**config.mk**
```make
export PLATFORM = sky130hd
export DESIGN_NAME = json_string_unescape_utf8_flat
export DESIGN_NICKNAME = d
export VERILOG_FILES = /design/src/rtl/jsu_pkg.sv /design/src/rtl/jsu_in_if.sv /design/src/rtl/jsu_out_if.sv /design/src/rtl/json_string_unescape_utf8.sv /design/src/flat_wrapper.sv
export SDC_FILE = /design/constraint.sdc
export NUM_CORES = 1
export LEC_CHECK = 0
export ABC_AREA = 1
export BUFFER_PORTS_ARGS = -buffer_cell sky130_fd_sc_hd__buf_4
export CAP_MARGIN = 20
export CORE_MARGIN = 2
export CORE_UTILIZATION = 30
export CTS_CLUSTER_DIAMETER = 30
export CTS_CLUSTER_SIZE = 12
export DETAILED_ROUTE_END_ITERATION = 12
export PLACE_DENSITY = 0.47
export SLEW_MARGIN = 0
export SYNTH_ARGS = -nofsm -noshare
export SYNTH_HDL_FRONTEND = slang
export SYNTH_SLANG_ARGS = --single-unit
```
**constraint.sdc**
```tcl
create_clock -name clk -period 7.45 [get_ports clk]
set_input_delay 0.3725 -clock clk [delete_from_list [all_inputs] [get_ports clk]]
set_output_delay 0.3725 -clock clk [all_outputs]
set_load 0.05 [all_outputs]
```
**src/rtl/jsu_pkg.sv**
```systemverilog
// Shared types and constants for the JSON string unescaper.
// No dependencies; imported by the top level and the testbench.
`default_nettype none

package jsu_pkg;

    typedef enum logic [2:0] {
        MODE_IDLE = 3'd0,
        MODE_STR  = 3'd1,
        MODE_ESC  = 3'd2,
        MODE_HEX0 = 3'd3,
        MODE_HEX1 = 3'd4,
        MODE_HEX2 = 3'd5,
        MODE_HEX3 = 3'd6
    } mode_t;

    typedef enum logic [3:0] {
        ST_BYTE     = 4'd0,
        ST_DONE     = 4'd1,
        ST_NO_OPEN  = 4'd2,
        ST_END_IDLE = 4'd3,
        ST_BAD_ESC  = 4'd4,
        ST_BAD_HEX  = 4'd5,
        ST_CUT_ESC  = 4'd6,
        ST_CUT_UNI  = 4'd7,
        ST_UNTERM   = 4'd8
    } status_t;

    localparam logic [7:0] CH_QUOTE = 8'h22;
    localparam logic [7:0] CH_BSLASH = 8'h5C;
    localparam logic [7:0] CH_SLASH = 8'h2F;
    localparam logic [7:0] CH_B = 8'h62;
    localparam logic [7:0] CH_F = 8'h66;
    localparam logic [7:0] CH_N = 8'h6E;
    localparam logic [7:0] CH_R = 8'h72;
    localparam logic [7:0] CH_T = 8'h74;
    localparam logic [7:0] CH_U = 8'h75;

    localparam logic [7:0] CTL_BS = 8'h08;
    localparam logic [7:0] CTL_FF = 8'h0C;
    localparam logic [7:0] CTL_LF = 8'h0A;
    localparam logic [7:0] CTL_CR = 8'h0D;
    localparam logic [7:0] CTL_TAB = 8'h09;

    localparam logic [7:0] UTF_CONT = 8'h80;
    localparam logic [7:0] UTF_LEAD2 = 8'hC0;
    localparam logic [7:0] UTF_LEAD3 = 8'hE0;
    localparam logic [5:0] UTF_LOW_MASK = 6'h3F;
    localparam logic [15:0] CP_ONE_LIMIT = 16'h0080;
    localparam logic [15:0] CP_TWO_LIMIT = 16'h0800;

    localparam int unsigned MAX_RES = 3;

endpackage

`default_nettype wire

```
**src/rtl/jsu_in_if.sv**
```systemverilog
// Source byte channel of the JSON string unescaper.
// Valid/ready handshake; no dependencies.
`default_nettype none

interface jsu_in_if;
    logic       valid;
    logic       ready;
    logic [7:0] data_byte;
    logic       source_end;

    modport source (output valid, data_byte, source_end, input ready);
    modport sink (input valid, data_byte, source_end, output ready);
endinterface

`default_nettype wire

```
**src/rtl/jsu_out_if.sv**
```systemverilog
// Result channel of the JSON string unescaper.
// Valid/ready handshake; no dependencies.
`default_nettype none

interface jsu_out_if;
    logic       valid;
    logic       ready;
    logic [7:0] out_byte;
    logic [3:0] status;
    logic       last;

    modport source (output valid, out_byte, status, last, input ready);
    modport sink (input valid, out_byte, status, last, output ready);
endinterface

`default_nettype wire

```
**src/rtl/json_string_unescape_utf8.sv**
```systemverilog
// Top level: JSON string unescaper with BMP-only UTF-8 output.
// Depends on jsu_pkg, jsu_in_if and jsu_out_if.
//
//   channel | dir | payload                      | one request is
//   src     | in  | data_byte, source_end        | one source byte or end mark
//   res     | out | out_byte, status, last       | one decoded byte or status
//
// A request lands in an input register and is decoded from there into a group of
// zero to three results; a non-empty group is held in a result register. One
// request per cycle is taken while the result side is ready and each yields at most
// one result. A \u escape expanding to two or three bytes holds the next request
// that yields a result while the result register drains. Reset returns to idle,
// awaiting an opening quote. A stalled result side fills both registers, then
// drops src.ready.
`default_nettype none

module json_string_unescape_utf8
    import jsu_pkg::*;
(
    input  wire         clk,
    input  wire         rst_n,
    jsu_in_if.sink      src,
    jsu_out_if.source   res
);

    logic        a_valid_reg;
    logic [7:0]  a_byte_reg;
    logic        a_end_reg;

    mode_t       mode_reg;
    mode_t       mode_next;
    logic [11:0] accum_reg;
    logic [11:0] accum_next;

    logic [1:0]  b_cnt_reg;
    logic [1:0]  b_idx_reg;
    logic [7:0]  b_byte_reg [MAX_RES];
    status_t     b_status_reg;

    logic [1:0]  dec_cnt;
    logic [7:0]  dec_byte [MAX_RES];
    status_t     dec_status;

    logic        hex_ok;
    logic [3:0]  hex_val;
    logic [15:0] cp;

    logic        out_fire;
    logic        out_last;
    logic        b_free;
    logic        a_retire;
    logic        in_fire;

    always_comb
    begin
        hex_ok = 1'b0;
        hex_val = 4'd0;
        if (a_byte_reg >= 8'h30 && a_byte_reg <= 8'h39)
        begin
            hex_ok = 1'b1;
            hex_val = a_byte_reg[3:0];
        end
        else if ((a_byte_reg >= 8'h61 && a_byte_reg <= 8'h66)
                 || (a_byte_reg >= 8'h41 && a_byte_reg <= 8'h46))
        begin
            hex_ok = 1'b1;
            hex_val = a_byte_reg[3:0] + 4'd9;
        end
    end

    assign cp = {accum_reg, hex_val};

    always_comb
    begin
        dec_cnt = 2'd0;
        dec_status = ST_BYTE;
        for (int i = 0; i < MAX_RES; i++)
        begin
            dec_byte[i] = 8'h00;
        end

        unique case (mode_reg) inside
            MODE_STR:
            begin
                if (a_end_reg)
                begin
                    dec_cnt = 2'd1;
                    dec_status = ST_UNTERM;
                end
                else if (a_byte_reg == CH_QUOTE)
                begin
                    dec_cnt = 2'd1;
                    dec_status = ST_DONE;
                end
                else if (a_byte_reg != CH_BSLASH)
                begin
                    dec_cnt = 2'd1;
                    dec_byte[0] = a_byte_reg;
                end
            end

            MODE_ESC:
            begin
                if (a_end_reg)
                begin
                    dec_cnt = 2'd1;
                    dec_status = ST_CUT_ESC;
                end
                else
                begin
                    dec_cnt = 2'd1;
                    unique case (a_byte_reg) inside
                        CH_QUOTE, CH_BSLASH, CH_SLASH: dec_byte[0] = a_byte_reg;
                        CH_B: dec_byte[0] = CTL_BS;
                        CH_F: dec_byte[0] = CTL_FF;
                        CH_N: dec_byte[0] = CTL_LF;
                        CH_R: dec_byte[0] = CTL_CR;
                        CH_T: dec_byte[0] = CTL_TAB;
                        CH_U: dec_cnt = 2'd0;
                        default:
                        begin
                            dec_status = ST_BAD_ESC;
                        end
                    endcase
                end
            end

            MODE_HEX0, MODE_HEX1, MODE_HEX2, MODE_HEX3:
            begin
                if (a_end_reg)
                begin
                    dec_cnt = 2'd1;
                    dec_status = ST_CUT_UNI;
                end
                else if (!hex_ok)
                begin
                    dec_cnt = 2'd1;
                    dec_status = ST_BAD_HEX;
                end
                else if (mode_reg == MODE_HEX3)
                begin
                    if (cp < CP_ONE_LIMIT)
                    begin
                        dec_cnt = 2'd1;
                        dec_byte[0] = cp[7:0];
                    end
                    else if (cp < CP_TWO_LIMIT)
                    begin
                        dec_cnt = 2'd2;
                        dec_byte[0] = UTF_LEAD2 | {3'd0, cp[10:6]};
                        dec_byte[1] = UTF_CONT | {2'd0, cp[5:0] & UTF_LOW_MASK};
                    end
                    else
                    begin
                        dec_cnt = 2'd3;
                        dec_byte[0] = UTF_LEAD3 | {4'd0, cp[15:12]};
                        dec_byte[1] = UTF_CONT | {2'd0, cp[11:6] & UTF_LOW_MASK};
                        dec_byte[2] = UTF_CONT | {2'd0, cp[5:0] & UTF_LOW_MASK};
                    end
                end
            end

            default:
            begin
                if (a_end_reg)
                begin
                    dec_cnt = 2'd1;
                    dec_status = ST_END_IDLE;
                end
                else if (a_byte_reg != CH_QUOTE)
                begin
                    dec_cnt = 2'd1;
                    dec_status = ST_NO_OPEN;
                end
            end
        endcase
    end

    always_comb
    begin
        mode_next = mode_reg;
        accum_next = accum_reg;
        if (dec_status != ST_BYTE)
        begin
            mode_next = MODE_IDLE;
            accum_next = 12'd0;
        end
        else
        begin
            unique case (mode_reg) inside
                MODE_STR:
                begin
                    if (a_byte_reg == CH_BSLASH)
                        mode_next = MODE_ESC;
                end
                MODE_ESC:
                begin
                    mode_next = MODE_STR;
                    if (a_byte_reg == CH_U)
                    begin
                        mode_next = MODE_HEX0;
                        accum_next = 12'd0;
                    end
                end
                MODE_HEX0, MODE_HEX1, MODE_HEX2:
                begin
                    accum_next = {accum_reg[7:0], hex_val};
                    mode_next = mode_t'(mode_reg + 3'd1);
                end
                MODE_HEX3:
                begin
                    mode_next = MODE_STR;
                    accum_next = 12'd0;
                end
                default:
                begin
                    mode_next = MODE_STR;
                    accum_next = 12'd0;
                end
            endcase
        end
    end

    assign out_last = (b_idx_reg == b_cnt_reg - 2'd1);
    assign out_fire = res.valid && res.ready;
    assign b_free = (b_cnt_reg == 2'd0) || (out_fire && out_last);
    assign a_retire = a_valid_reg && ((dec_cnt == 2'd0) || b_free);
    assign in_fire = src.valid && src.ready;

    assign src.ready = !a_valid_reg || a_retire;

    assign res.valid = (b_cnt_reg != 2'd0);
    assign res.out_byte = b_byte_reg[b_idx_reg];
    assign res.status = b_status_reg;
    assign res.last = out_last;

    always_ff @(posedge clk or negedge rst_n)
    begin
        if (!rst_n)
        begin
            a_valid_reg <= 1'b0;
            mode_reg <= MODE_IDLE;
            accum_reg <= 12'd0;
            b_cnt_reg <= 2'd0;
            b_idx_reg <= 2'd0;
        end
        else
        begin
            if (in_fire)
            begin
                a_valid_reg <= 1'b1;
            end
            else if (a_retire)
            begin
                a_valid_reg <= 1'b0;
            end

            if (a_retire)
            begin
                mode_reg <= mode_next;
                accum_reg <= accum_next;
            end

            if (a_retire && dec_cnt != 2'd0)
            begin
                b_cnt_reg <= dec_cnt;
                b_idx_reg <= 2'd0;
            end
            else if (out_fire)
            begin
                if (out_last)
                begin
                    b_cnt_reg <= 2'd0;
                    b_idx_reg <= 2'd0;
                end
                else
                begin
                    b_idx_reg <= b_idx_reg + 2'd1;
                end
            end
        end
    end

    always_ff @(posedge clk)
    begin
        if (in_fire)
        begin
            a_byte_reg <= src.data_byte;
            a_end_reg <= src.source_end;
        end
        if (a_retire && dec_cnt != 2'd0)
        begin
            b_byte_reg <= dec_byte;
            b_status_reg <= dec_status;
        end
    end

endmodule

`default_nettype wire

```
**src/flat_wrapper.sv**
```systemverilog
// flat-port wrapper written by rule: the top's interface ports become plain ports
module json_string_unescape_utf8_flat import jsu_pkg::*;
  (clk, rst_n, src_valid, src_data_byte, src_source_end, src_ready, res_valid, res_out_byte, res_status, res_last, res_ready);
  jsu_in_if src_i ();
  jsu_out_if res_i ();
  input  wire clk;
  input  wire rst_n;
  input wire logic [$bits(src_i.valid)-1:0] src_valid;
  input wire logic [$bits(src_i.data_byte)-1:0] src_data_byte;
  input wire logic [$bits(src_i.source_end)-1:0] src_source_end;
  output wire logic [$bits(src_i.ready)-1:0] src_ready;
  output wire logic [$bits(res_i.valid)-1:0] res_valid;
  output wire logic [$bits(res_i.out_byte)-1:0] res_out_byte;
  output wire logic [$bits(res_i.status)-1:0] res_status;
  output wire logic [$bits(res_i.last)-1:0] res_last;
  input wire logic [$bits(res_i.ready)-1:0] res_ready;
  assign src_i.valid = src_valid;
  assign src_i.data_byte = src_data_byte;
  assign src_i.source_end = src_source_end;
  assign src_ready = src_i.ready;
  assign res_valid = res_i.valid;
  assign res_out_byte = res_i.out_byte;
  assign res_status = res_i.status;
  assign res_last = res_i.last;
  assign res_i.ready = res_ready;
  json_string_unescape_utf8 u_core (.clk(clk), .rst_n(rst_n), .src(src_i), .res(res_i));
endmodule
```
==> metrics.yaml <==
sta:
  holdWs_ps: 250
  worstMarginPinSlew_ps: 986
  final-setup-viol-count: 0
  fmax_ghz: 0.338
  skew_ps: 4.30
  finalSetupTns_ps: 0
  finalCritPeriodShare_pct: 39.8
  hold_viol: 0
  slew-limit-headroom_pct: 34.2
  rsz0062_at_grt: "false"
  fin_crit_ps: 2960
  slew_violations: 0
global_routing:
  grt_pass1_vias: 2891
  gr-usage-met2_pct: 23.1
  grt_usage_pct: 14.6
  grt-busiest-layer: "met2"
  antenna_found_initial: 0
  grt_max_degree: 28
  grt_use_met1_pct: 20.6
  grt_pass1_wl_mm: 14.8
  grt_overflow_total: 0
  grtUsageMet3_pct: 2.23
worst_setup_path:
  path_common_cell: "inv_1"
  crit_fanout: 27
  cp-end-kind: "flop"
  crit_end: "u_core.b_byte_reg[3]$_SDFFCE_PP0N_"
  crit_cells: 10
  cp_top_family: "buffers and inverters"
  worstRegToRegCells: 10
  r2r_end: "u_core.b_byte_reg[3]$_SDFFCE_PP0N_"
  worstPathCellList: "inv_1 -> ha_1 -> o21ai_0 -> nand2_1 -> nand2_2 -> nand2_4 -> nand4_4 -> nand3_4 -> nand3_1 -> inv_1"
  critical_path.startpoint: "u_core.a_byte_reg[0]$_DFFE_PP_"
  critPathKind: "flop to flop"
  cp.required_ps: 7370
  rr_startpoint: "u_core.a_byte_reg[0]$_DFFE_PP_"
  crit_slowest_cell: "inv_1"
  path_buf_inv: 2
  critPathMaxStageDelay_ps: 770
  arrival_ps: 2880
  worst_setup_path_start_kind: "flop"
  r2r_slack_ps: 4490
die:
  chipHeight_um: 112
  pin_count: 28
  die_w_um: 112
  rows: 39
  die_area_mm2: 0.0125
  core_mm2: 0.0114
  initial_core_util_pct: 30.6
layout:
  fillers: 1229
  drive_above_1_share_pct: 16.0
  largest_register_ff_count: 22
  nets: 484
  area_growth_pct: 13.2
  diodes: 0
  layout_common_cells: "109 x nand2_1, 63 x nor2_1, 45 x inv_1"
  design_area_mm2: 0.00394
  final_common_cell: "nand2_1"
routing:
  num_vias: 2913
  ant_nets: 0
  wire_per_inst_um: 14.6
  drcViolationCount: 0
  viasPerCell: 4.81
  dr.pass1.iters: 4
  drt_iter0_drc: 193
  drt-total-wl_mm: 8.85
power_and_ir_drop:
  total_power_mw: 1.25
  power-per-cell-area_mw_per_mm2: 318
  leakagePower_nw: 1.72
  ir_worst_vdd_mv: 0.240
clock_tree:
  clk_pin_slew_ps: 70
  cts_root_buffer: "clkbuf_16"
  cts_tree: "built"
  clockBufferDepth: 2
  clk_latency_ps: 290
  cts.sinks: 55
  h-tree-depth: 2
  postCtsSetupBuffers: 0
  cts_buffers: 5
synthesis:
  syn_inst: 438
  synth_cell_types: 38
  seq_area_frac_synth_pct: 44.6
  yosysWarnings: 0
  synthArstFlopShare_pct: 36.4
  ys.flop_type: "edfxtp_1"
  syn_area_per_cell_um2: 7.94
  ys_seq_elements: 55
  netlist_area_mm2: 0.00348
  synth_nets: 461
  synth_edf_count: 35
hold_path:
  hold_path.class: "primary input to flop"
placed_design:
  io_buffers: 27
  place_congestion: 0.913
  dpl_cell_area_mm2: 0.00379
  dp_hpwl_mm: 6.82
run:
  max-cap-violations: 0
run_status:
  outcome: "completed"
-- what timing repair did --
item / CTS / global route
endpoints found under the setup margin: 0 / 0
gates resized for setup: 0 / 0
hold endpoints to repair: 20 / 0
hold buffers: 1 / 0
-- cells in the mapped netlist (all sizes together) (2+ instances only) --
master | n | share of area (%)
edfxtp | 35 | 30
o21ai | 14 | 2.0
clkbuf | 3 | 0.32
a21oi | 18 | 2.9
ha | 10 | 3.6
buf | 9 | 1.8
or2 | 2 | 0.36
nor2 | 74 | 9.1
nand4 | 4 | 1.2
xor2 | 2 | 0.50
nand2 | 127 | 16
nand3 | 46 | 7.5
inv | 50 | 5.4
o211ai | 5 | 1.1
o31ai | 8 | 1.7
dfrtp | 20 | 14
a21o | 2 | 0.43
a22oi | 2 | 0.43
-- metrics by stage --
step	cells	utilization, %	setup slack (ps)
6_report	605	34.6	4490
5_1_grt	605	34.6	4250
4_1_cts	605	34.6	4480
3_5_place_dp	596	33.3	4490
3_3_place_gp	596	33.3	4570
2_1_floorplan	438	-	4830
-- worst min-delay path by stage --
stage / startpoint / end / slack (ps) / depth (start not counted)
2_1_floorplan: rst_n / u_core.a_valid_reg$_DFFE_PN0P_ / 80 / 0
3_3_place_gp: rst_n / u_core.b_idx_reg[0]$_DFFE_PN0P_ / 280 / 1
3_5_place_dp: rst_n / u_core.b_idx_reg[0]$_DFFE_PN0P_ / 280 / 1
4_1_cts: src_data_byte[4] / u_core.a_byte_reg[4]$_DFFE_PP_ / 250 / 1
5_1_grt: src_data_byte[4] / u_core.a_byte_reg[4]$_DFFE_PP_ / 240 / 1
6_report: src_data_byte[4] / u_core.a_byte_reg[4]$_DFFE_PP_ / 250 / 1
-- layer usage --
metal | up-vias | routed length (um)
li1 | 1480 | -
met5 | - | 0
met3 | 13 | 331
met2 | 65 | 4080
met4 | 0 | 192
met1 | 1355 | 4240
-- cells by family after synthesis --
group                      count (synthesis)  share of synthesized area [%]
and+or+nand+nor                          255                           34.0
buffers and inverters                     62                           7.55
DFF                                       55                           44.6
AOI/OAI and AO/OA                         53                           9.49
adders and majority gates                 10                           3.60
xor gates and xnor gates                   3                          0.755
-- power breakdown --
part           internal (mW)  switching (mW)
logic                  0.141           0.403
clock network          0.125           0.109
registers              0.421          0.0528
-- final cells by class --
cell class / count / area (um2) / area share [%]
clock buffer: 6 / 129 / 3.27
clock inverter: 2 / 12.5 / 0.318
inverter: 50 / 188 / 4.77
multi-input combinational: 321 / 1670 / 42.3
sequential: 55 / 1550 / 39.4
tap: 143 / 179 / 4.54
timing repair buffer: 28 / 213 / 5.40
Note: power is estimated with default switching activity, not from simulation.
